==> config.mk <==
export PLATFORM = sky130hd
export DESIGN_NAME = top_k_score_heap
export DESIGN_NICKNAME = d
export VERILOG_FILES = /design/src/tksh_pkg.sv /design/src/tksh_ram.sv /design/src/top_k_score_heap.sv
export VERILOG_INCLUDE_DIRS = /design/src /design/src/src
export SDC_FILE = /design/constraint.sdc
export NUM_CORES = 2
export LEC_CHECK = 0
export ABC_AREA = 1
export BUFFER_PORTS_ARGS = -buffer_cell sky130_fd_sc_hd__buf_2
export CAP_MARGIN = 20
export CORE_MARGIN = 2
export CORE_UTILIZATION = 45
export DETAILED_ROUTE_END_ITERATION = 16
export PLACE_DENSITY = 0.61
export REMOVE_ABC_BUFFERS = 1
export SLEW_MARGIN = 15
export SYNTH_ARGS = -nofsm -noshare
export SYNTH_HDL_FRONTEND = slang
export SYNTH_HIERARCHICAL = 1
export SYNTH_SLANG_ARGS = --single-unit
==> constraint.sdc <==
create_clock -name clk_i -period 14.4 [get_ports clk_i]
set_input_delay 1.44 -clock clk_i [delete_from_list [all_inputs] [get_ports clk_i]]
set_output_delay 1.44 -clock clk_i [all_outputs]
set_load 0.03 [all_outputs]
==> src/top_k_score_heap_assert.svh <==
// Assertion macros for the score heap block.
// Used by modules that carry clk_i and rst_ni.
`ifndef TOP_K_SCORE_HEAP_ASSERT_SVH
`define TOP_K_SCORE_HEAP_ASSERT_SVH

`define TKSH_ASSERT(lbl, prop, msg) \
  lbl: assert property (@(posedge clk_i) disable iff (!rst_ni) prop) else $error(msg);

`define TKSH_ASSERT_IMPL(lbl, pre, post, msg) \
  lbl: assert property (@(posedge clk_i) disable iff (!rst_ni) (pre) |=> (post)) \
    else $error(msg);

`endif

==> src/tksh_pkg.sv <==
// Types and codes for the score heap block.
// No dependencies.
package tksh_pkg;

  typedef struct packed {
    logic               mode;
    logic [31:0]        player_id;
    logic [63:0]        name_tag;
    logic signed [31:0] points;
  } tksh_req_t;

  typedef struct packed {
    logic [2:0]         status;
    logic [5:0]         rank;
    logic [31:0]        entry_id;
    logic [63:0]        entry_tag;
    logic signed [31:0] entry_points;
    logic signed [31:0] lowest_points;
    logic [6:0]         count;
    logic               last;
  } tksh_res_t;

  typedef struct packed {
    logic [31:0]        id;
    logic [63:0]        tag;
    logic signed [31:0] points;
  } tksh_entry_t;

  localparam logic       MODE_SUBMIT = 1'b0;
  localparam logic [2:0] ST_UPDATED  = 3'd0;
  localparam logic [2:0] ST_INSERTED = 3'd1;
  localparam logic [2:0] ST_REPLACED = 3'd2;
  localparam logic [2:0] ST_REJECTED = 3'd3;
  localparam logic [2:0] ST_RANKED   = 3'd4;
  localparam logic [2:0] ST_EMPTY    = 3'd5;

endpackage

==> src/tksh_ram.sv <==
// Entry memory, one write port and one registered read port.
// Depends on tksh_pkg.
module tksh_ram import tksh_pkg::*; #(
  parameter int DEPTH = 10,
  parameter int AW    = 4
) (
  input  logic          clk_i,
  input  logic          we_i,
  input  logic [AW-1:0] waddr_i,
  input  tksh_entry_t   wdata_i,
  input  logic [AW-1:0] raddr_i,
  output tksh_entry_t   rdata_o
);

  tksh_entry_t mem [DEPTH];
  tksh_entry_t rdata_q;

  always_ff @(posedge clk_i) begin
    if (we_i) begin
      mem[waddr_i] <= wdata_i;
    end
    rdata_q <= mem[raddr_i];
  end

  assign rdata_o = rdata_q;

endmodule

==> src/top_k_score_heap.sv <==
// Keeps the CAPACITY highest scores as a binary min-heap in a block memory.
// A submit scans the stored entries one by one for a matching id or tag,
// then, unless it is rejected, sifts the entry up or down the heap level
// by level, then reports. A read copies the heap into a scratch memory
// entry by entry and runs a selection sort there, emitting one result at
// the end of each pass; a read of an empty heap reports ST_EMPTY with no
// copy. Each memory has a single read port. Results appear for one cycle on strobe_o and cannot be held.
// Depends on tksh_pkg, tksh_ram and top_k_score_heap_assert.svh.
`include "top_k_score_heap_assert.svh"

module top_k_score_heap import tksh_pkg::*; #(
  parameter int CAPACITY = 10
) (
  input  logic      clk_i,
  input  logic      rst_ni,
  input  logic      start,
  output logic      busy,
  input  tksh_req_t req_i,
  output logic      strobe_o,
  output tksh_res_t res_o
);

  localparam int AW = (CAPACITY > 1) ? $clog2(CAPACITY) : 1;
  localparam int CW = $clog2(CAPACITY + 1);
  localparam int XW = AW + 2;

  typedef enum logic [3:0] {
    S_IDLE, S_SRCH, S_SCMP, S_UPR, S_UPC, S_DNL, S_DNR, S_DNC, S_FIN,
    S_CPR, S_CPW, S_PRI, S_PCI, S_PRJ, S_PCJ, S_PEND
  } state_e;

  state_e             state_q;
  logic [CW-1:0]      count_q, k_q, i_q, j_q;
  logic [AW-1:0]      pos_q, mx_q;
  logic               rv_q;
  logic [2:0]         stat_q;
  tksh_entry_t        cur_q, lch_q, ei_q, best_q;
  logic signed [31:0] root_q;
  logic               strobe_q;
  tksh_res_t          res_q;

  logic          m_we, s_we;
  logic [AW-1:0] m_waddr, m_raddr, s_waddr, s_raddr;
  tksh_entry_t   m_wdata, s_wdata, m_rdata, s_rdata;

  logic [AW-1:0] par;
  logic [XW-1:0] lc, rc, cnt_x;
  logic          up_swap, hit, dn_move;
  tksh_entry_t   dn_best;
  logic [AW-1:0] dn_idx;
  logic signed [31:0] lowest;

  assign par   = AW'((pos_q - AW'(1)) >> 1);
  assign lc    = {1'b0, pos_q, 1'b1};
  assign rc    = lc + XW'(1);
  assign cnt_x = XW'(count_q);
  assign up_swap = cur_q.points < m_rdata.points;
  assign hit   = (m_rdata.id == cur_q.id) || (m_rdata.tag == cur_q.tag);
  assign lowest = (count_q != '0) ? root_q : 32'sd0;

  always_comb begin
    dn_best = cur_q;
    dn_idx  = pos_q;
    if (lch_q.points < dn_best.points) begin
      dn_best = lch_q;
      dn_idx  = lc[AW-1:0];
    end
    if (rv_q && (m_rdata.points < dn_best.points)) begin
      dn_best = m_rdata;
      dn_idx  = rc[AW-1:0];
    end
    dn_move = dn_idx != pos_q;
  end

  always_comb begin
    m_we    = 1'b0;
    m_waddr = pos_q;
    m_wdata = cur_q;
    m_raddr = k_q[AW-1:0];
    s_we    = 1'b0;
    s_waddr = k_q[AW-1:0];
    s_wdata = m_rdata;
    s_raddr = i_q[AW-1:0];
    unique case (state_q)
      S_UPR: begin
        m_raddr = par;
        m_we    = pos_q == '0;
      end
      S_UPC: begin
        m_we = 1'b1;
        if (up_swap) begin
          m_wdata = m_rdata;
        end
      end
      S_DNL: begin
        m_raddr = lc[AW-1:0];
        m_we    = lc >= cnt_x;
      end
      S_DNR: m_raddr = rc[AW-1:0];
      S_DNC: begin
        m_we    = 1'b1;
        m_wdata = dn_best;
      end
      S_CPW: s_we = 1'b1;
      S_PRJ: s_raddr = j_q[AW-1:0];
      S_PEND: begin
        s_we    = mx_q != i_q[AW-1:0];
        s_waddr = mx_q;
        s_wdata = ei_q;
      end
      default: ;
    endcase
  end

  tksh_ram #(.DEPTH(CAPACITY), .AW(AW)) u_heap (
    .clk_i, .we_i(m_we), .waddr_i(m_waddr), .wdata_i(m_wdata),
    .raddr_i(m_raddr), .rdata_o(m_rdata)
  );

  tksh_ram #(.DEPTH(CAPACITY), .AW(AW)) u_scratch (
    .clk_i, .we_i(s_we), .waddr_i(s_waddr), .wdata_i(s_wdata),
    .raddr_i(s_raddr), .rdata_o(s_rdata)
  );

  always_ff @(posedge clk_i or negedge rst_ni) begin
    if (!rst_ni) begin
      state_q  <= S_IDLE;
      count_q  <= '0;
      strobe_q <= 1'b0;
      root_q   <= '0;
    end else begin
      strobe_q <= 1'b0;
      if (m_we && (m_waddr == '0)) begin
        root_q <= m_wdata.points;
      end
      unique case (state_q)
        S_IDLE: begin
          if (start) begin
            cur_q <= '{id: req_i.player_id, tag: req_i.name_tag, points: req_i.points};
            k_q   <= '0;
            if (req_i.mode == MODE_SUBMIT) begin
              state_q <= S_SRCH;
            end else if (count_q == '0) begin
              strobe_q <= 1'b1;
              res_q    <= '{status: ST_EMPTY, rank: '0, entry_id: '0,
                            entry_tag: '0, entry_points: '0,
                            lowest_points: '0, count: '0, last: 1'b1};
            end else begin
              state_q <= S_CPR;
            end
          end
        end
        S_SRCH: begin
          if (k_q == count_q) begin
            if (count_q < CW'(CAPACITY)) begin
              pos_q   <= count_q[AW-1:0];
              count_q <= count_q + CW'(1);
              stat_q  <= ST_INSERTED;
              state_q <= S_UPR;
            end else if (root_q < cur_q.points) begin
              pos_q   <= '0;
              stat_q  <= ST_REPLACED;
              state_q <= S_DNL;
            end else begin
              stat_q  <= ST_REJECTED;
              state_q <= S_FIN;
            end
          end else begin
            state_q <= S_SCMP;
          end
        end
        S_SCMP: begin
          if (hit) begin
            pos_q   <= k_q[AW-1:0];
            stat_q  <= ST_UPDATED;
            state_q <= (cur_q.points < m_rdata.points) ? S_UPR : S_DNL;
          end else begin
            k_q     <= k_q + CW'(1);
            state_q <= S_SRCH;
          end
        end
        S_UPR: state_q <= (pos_q == '0) ? S_FIN : S_UPC;
        S_UPC: begin
          if (up_swap) begin
            pos_q   <= par;
            state_q <= S_UPR;
          end else begin
            state_q <= S_FIN;
          end
        end
        S_DNL: state_q <= (lc >= cnt_x) ? S_FIN : S_DNR;
        S_DNR: begin
          lch_q   <= m_rdata;
          rv_q    <= rc < cnt_x;
          state_q <= S_DNC;
        end
        S_DNC: begin
          if (dn_move) begin
            pos_q   <= dn_idx;
            state_q <= S_DNL;
          end else begin
            state_q <= S_FIN;
          end
        end
        S_FIN: begin
          strobe_q <= 1'b1;
          res_q    <= '{status: stat_q, rank: '0, entry_id: cur_q.id,
                        entry_tag: cur_q.tag, entry_points: cur_q.points,
                        lowest_points: lowest, count: 7'(count_q), last: 1'b1};
          state_q  <= S_IDLE;
        end
        S_CPR: state_q <= S_CPW;
        S_CPW: begin
          k_q <= k_q + CW'(1);
          if (k_q + CW'(1) == count_q) begin
            i_q     <= '0;
            state_q <= S_PRI;
          end else begin
            state_q <= S_CPR;
          end
        end
        S_PRI: state_q <= S_PCI;
        S_PCI: begin
          ei_q    <= s_rdata;
          best_q  <= s_rdata;
          mx_q    <= i_q[AW-1:0];
          j_q     <= i_q + CW'(1);
          state_q <= S_PRJ;
        end
        S_PRJ: state_q <= (j_q == count_q) ? S_PEND : S_PCJ;
        S_PCJ: begin
          if (best_q.points < s_rdata.points) begin
            best_q <= s_rdata;
            mx_q   <= j_q[AW-1:0];
          end
          j_q     <= j_q + CW'(1);
          state_q <= S_PRJ;
        end
        S_PEND: begin
          strobe_q <= 1'b1;
          res_q    <= '{status: ST_RANKED, rank: 6'(i_q), entry_id: best_q.id,
                        entry_tag: best_q.tag, entry_points: best_q.points,
                        lowest_points: lowest, count: 7'(count_q),
                        last: (i_q + CW'(1)) == count_q};
          i_q      <= i_q + CW'(1);
          state_q  <= ((i_q + CW'(1)) == count_q) ? S_IDLE : S_PRI;
        end
        default: state_q <= S_IDLE;
      endcase
    end
  end

  assign busy     = state_q != S_IDLE;
  assign strobe_o = strobe_q;
  assign res_o    = res_q;

  `TKSH_ASSERT(a_count_cap, count_q <= CW'(CAPACITY), "entry count above capacity")
  `TKSH_ASSERT_IMPL(a_start_busy, start && !busy && (req_i.mode == MODE_SUBMIT), busy, "submit not taken")
  `TKSH_ASSERT_IMPL(a_idle_nowrite, !busy, !m_we || busy, "heap written while idle")
  `TKSH_ASSERT(a_strobe_last, strobe_o && res_o.last |-> !busy, "last result while busy")

endmodule
== Word level (Yosys, flattened, before mapping) ==
Memory sizes are Yosys's and may differ from the RTL's. A register that Yosys moved wholly into a read port is not among the register bits.
Cells that the tools add are included.

* Flip-flop bits (word level): 754
* Memory bits (writable): 2,560
* Input bits: 132
* Output and inout bits: 179
* Word-level logic and storage cells: 174
* Memories kept: 2

* Add/subtract/negate cells: 6
* Order comparisons: 8
* Equal/unequal tests: 35
* Muxes and demuxes: 63
* Reduce and logical (&&, ||, !) cells: 29

{| class="wikitable"
|+ Memory list
! memory !! depth !! bits a word !! read ports !! clocked after memory_dff !! wr ports !! RTL line !! text
|-
| u_heap.mem || 10 || 128 || 1 || 1 || 1 || tksh_ram.sv:15 || <nowiki>tksh_entry_t mem [DEPTH];</nowiki>
|-
| u_scratch.mem || 10 || 128 || 1 || 1 || 1 || tksh_ram.sv:15 ||
|}

{| class="wikitable"
|+ Operator list
! kind !! number
|-
| $mux W128 || 5
|-
| $mux W177 || 3
|-
| $pmux W177 S3 || 1
|-
| $pmux W128 S2 || 2
|-
| $lt A32 B32 Y1 || 5
|-
| $mux W4 || 25
|-
| $eq A64 B64 Y1 || 1
|-
| $pmux W4 S15 || 1
|-
| $eq A32 B32 Y1 || 1
|-
| $eq A4 B4 Y1 const B || 8
|-
| $mux W32 || 1
|-
| $pmux W4 S2 || 3
|-
| $pmux W4 S3 || 2
|-
| $ne A2 B2 Y1 const B || 10
|-
| $add A4 B1 Y4 const B || 4
|-
| $eq A4 B3 Y1 const B || 4
|-
| $eq A4 B4 Y1 || 4
|-
| $pmux W4 S4 || 1
|-
| $logic_not A4 Y1 || 3
|-
| $mux W3 || 4
|-
| $reduce_and A3 Y1 || 4
|-
| $reduce_bool A4 Y1 || 3
|-
| $mux W1 || 9
|-
| $eq A4 B2 Y1 const B || 2
|-
| 21 further kinds || 35
|}

== Logic depth before layout (Yosys ltp) ==
* Depth after elaboration: 8
* Mapped depth: 38
* Depth with buffers taken out: 37

== Hierarchy ==
Netlist, hierarchy kept.

{| class="wikitable"
|+ By module, submodules not included
! module !! times used !! cells an instance !! area each (sq um)
|-
| tksh_ram || 2 || 5,015 || 55,933.6
|-
| top_k_score_heap || 1 || 3,510 || 37,133.1
|}

== Worst setup path after synthesis ==
Ideal clock, no wire load.

* Path kind: input port to flip-flop
* From: input port rst_ni
* To: register best_q[0] (netlist bit) (enable)
* Setup time: 825 ps
* Data arrival time: 11,353 ps
* Data required time: 13,575 ps
* Setup slack: 2,222 ps
* Stages on the path: 3
* Cell sequence: inv_1 -> nor2_1 -> a21boi_0

* Word-level cells in the longest chain between the ends: 1

{| class="wikitable"
|+ Ends and longest elaborated chain
! element !! RTL line !! text
|-
| start, declared || top_k_score_heap.sv:15 || <nowiki>input logic rst_ni,</nowiki>
|-
| $reduce_and A3 Y1 (no source line) || n/a ||
|-
| end signal, assigned || top_k_score_heap.sv:225 || <nowiki>best_q <= s_rdata;</nowiki>
|-
| end signal, assigned || top_k_score_heap.sv:233 || <nowiki>best_q <= s_rdata;</nowiki>
|-
| end, declared || top_k_score_heap.sv:37 || <nowiki>tksh_entry_t cur_q, lch_q, ei_q, best_q;</nowiki>
|}

Every way passes these cells.
A chain may end at the register's enable or synchronous reset.

==> run summary <==
The layout has 28700 filler cells. The total of endpoints with negative setup slack in the final report came out at 0. In the routed layout, each cell is associated on average with a via count of 5.35.

The die extent in x is 579 um. The clock arrives with 46.6 ps of skew. The final setup slack of the worst path came out at 5910 ps.

The classification of the worst-slack hold path is reg -> reg. The starting utilization of the core area came out at 45.2%. The pre-CTS worst setup slack came out at 6170 ps. The quantity of hold-fixing buffers added after cts came out at 0. The sequential cell area is 104000 um^2. Leaving out fill and tap cells, the most frequent cell in the layout is nand2_1.

The number of buffers and inverters on the critical path is 5. The total standard cell area after synthesis came out at 149000 um^2. Leaving out filler cells and counting taps, the final layout contains 18400.

The area added between synthesis and finish came out at 12.3%. The power density over cell area came out at 187 nW/um^2. The flip-flop and latch count after synthesis is 3564. During placement, the flow inserted port buffers numbering 305.

Among cell families on the critical path, the largest total delay comes from compound AO/OA/AOI/OAI gates. The slowest cell on the critical path is buf_4. After routing the design area is 167000 um^2. The clock-pin slew of the registers on the worst-case setup and hold paths came out at 60 ps. The post-cts repair resize count came out at 0. The die covers 336000 um^2. The synthesized area per cell came out at 11.0 um^2. The endpoint required time on the critical path is 14940 ps. The peak supply drop came out at 193 uV. At the pin with the least slew margin, the transition time is 1210 ps. The number of DRC markers after the initial detailed-route iteration came out at 10600. The final-report hold violation count came to 0. The stage delay of the slowest cell on the critical path is 700 ps. Leaving out fill and tap cells, the most frequent cells in the layout are nand2_1 (3647), edfxtp_1 (3267), inv_1 (1880), nand3_1 (1653), nor2_1 (624). Global routing used 25.7% of the available tracks across all layers. The CTS tree is done. The overall via count from detail_route is 98600. The number of enable flip-flop cells after synthesis is 3267. The I/O pin count came out at 311. The top achievable clock speed came out at 0.118 GHz. Before antenna repair, the detailed router went through 6 iterations. Summing all multi-input logic gate instances after layout gives 34700 um^2. The worst path arrival time is 9020 ps. Clock tree synthesis found a total of 3564 sinks.

During synthesis, Yosys emitted a total of 6 warnings. For the worst-skew pair, the clock arrives at the later sink with an insertion delay of 970 ps. The clock passes through at most 4 buffers. The sum of net half-perimeters after detailed placement is 239000 um. The initial antenna violation count is 21. The via count of the first global-routing pass is 92000. The post-placement cell count came out at 17700.

The maximum net fanout on the critical path is 66. The placement row count came out at 211. The weighted congestion reported at the end of routability-driven placement came out at 0.891. The tree is rooted in a clkbuf_16. Once the clock tree was built, the setup fixing pass inserted 0 buffers. The total core area came out at 330000 um^2. The level count of the clock H-tree is 5. The analysis attributes to cell leakage a power of 67.1 nW. After detailed routing, the number of remaining DRC violations is 0. The synthesized instance count came out at 13500. The worst setup path is launched from a flip-flop.

The proportion of synthesized chip area in sequential cells came out at 70.0%. The flow ran to the end, and the final reports show no timing, DRC or antenna violations. The vertical extent of the die is 579 um. The average wire per standard cell came out at 23.7 um. The placement-stage cell area is 155000 um^2.

Setup repair after global routing left no endpoint under its margin. The most used flip-flop cell after synthesis is edfxtp_1. Headroom to the max-slew limit came out at 18.7%.

The number of nets in the final layout came out at 14000. The remaining global-route overflow is 0. The post-route netlist has 7.98% of its cells at a drive strength greater than 1. The tool flagged a number of max-cap violations equal to 0.

The number of pins exceeding their max-slew limit in the final report is 0. The critical path is of the reg -> reg type. Setup total negative slack on the finished layout was measured at 0 ps. The pin count of the biggest net entering global routing came out at 221.

The ratio of final minimum period to clock period is 58.9%. The share of flip-flops with an asynchronous set or reset came out at 1.15%. The worst setup path is captured at a flip-flop. The first-pass GRT wire length is 630000 um. Buffers inserted during clock tree synthesis total 373.

The number of distinct library cell variants in the gate-level netlist after synthesis came out at 50. The final wirelength came out at 437000 um. The shortest clock period the worst path allows after layout came out at 8490 ps. The post-route antenna net violation count came out at 0.
[synth_stat cells, types with 34 or more instances]
master	number	share of area (%)
nand4_1	34	0.14
dfrtp_1	41	0.69
xnor2_1	39	0.23
clkbuf_1	261	0.66
o221ai_1	58	0.34
nor2_1	650	1.6
xor2_1	61	0.36
nand2_1	3649	9.2
a21oi_1	112	0.38
inv_1	1890	4.8
o21ai_0	550	1.8
o21ai_1	34	0.11
nand3_1	1653	5.6
dfxtp_1	256	3.4
a22oi_1	76	0.38
buf_2	286	0.96
buf_4	63	0.32
o211ai_1	202	1.0
ha_1	168	1.4
edfxtp_1	3267	66
buf_1	77	0.19
[stage by stage]
stage | hold slack, ps | power (mW) | util, %
6_report | 414 | 31.2 | 50.7
5_1_grt | 410 | 32.6 | 50.7
4_1_cts | 405 | 31.3 | 50.7
3_5_place_dp | 410 | 21.6 | 46.9
3_3_place_gp | 405 | 21.5 | 46.9
2_1_floorplan | 404 | 19.6 | -
[worst paths after layout]
kind	from	to	slack, ps	cells past startpoint
setup reg to reg	cur_q[19]	u_heap/mem[6][88]	5910	28
max in group asynchronous	rst_ni	root_q[18]	13140	2
setup / recovery	cur_q[19]	u_heap/mem[6][88]	5910	28
hold / removal	u_scratch/rdata_o[54]	best_q[54]	410	0
hold reg to reg	u_scratch/rdata_o[54]	best_q[54]	410	0
min in group asynchronous	rst_ni	state_q[1]	700	2
[logic make-up after synthesis]
kind of cell | after synthesis | synth area share, %
compound gates | 1090 | 4.38
xor+xnor | 100 | 0.588
fa+ha+maj | 168 | 1.41
buf+inv | 2589 | 6.94
flops | 3564 | 70.0
other cells | 1 | 0.00252
simple gates | 6028 | 16.7
[per-layer routing]
layer,routed length (um),up-vias,GRT usage [%]
li1,-,45800,-
met1,179000,47700,34.8
met4,16200,6,9.19
met5,41,-,0
met3,34800,818,3.52
met2,207000,4278,42.5
[state kept, by name, indices dropped and copies added, names as in the netlist, 4 cells and up]
register / flops
lch_q: 128
res_o: 172
count_q: 4
best_q: 128
u_scratch/mem: 1280
ei_q: 128
i_q: 4
m_waddr: 4
cur_q: 128
u_scratch/rdata_o: 128
u_heap/mem: 1280
mx_q: 4
j_q: 4
k_q: 4
root_q: 32
state_q: 4
u_heap/rdata_o: 128
[area by class of cell]
class / count / area share, %
Tap cell: 4366 / 3.27
Clock buffer: 540 / 6.35
Antenna cell: 7 / 0.0105
Sequential cell: 3564 / 62.3
Inverter: 1898 / 4.30
Multi-Input combinational cell: 7391 / 20.8
Clock inverter: 159 / 1.03
Timing Repair Buffer: 500 / 1.94
[where the power goes]
group / internal [mW] / switching (mW) / total [mW]
Sequential: 13.0 / 0.554 / 13.6
Combinational: 1.88 / 6.08 / 7.95
Clock: 5.66 / 4.04 / 9.70
Total: 20.6 / 10.7 / 31.2
Power figures use the tool's default switching activity.
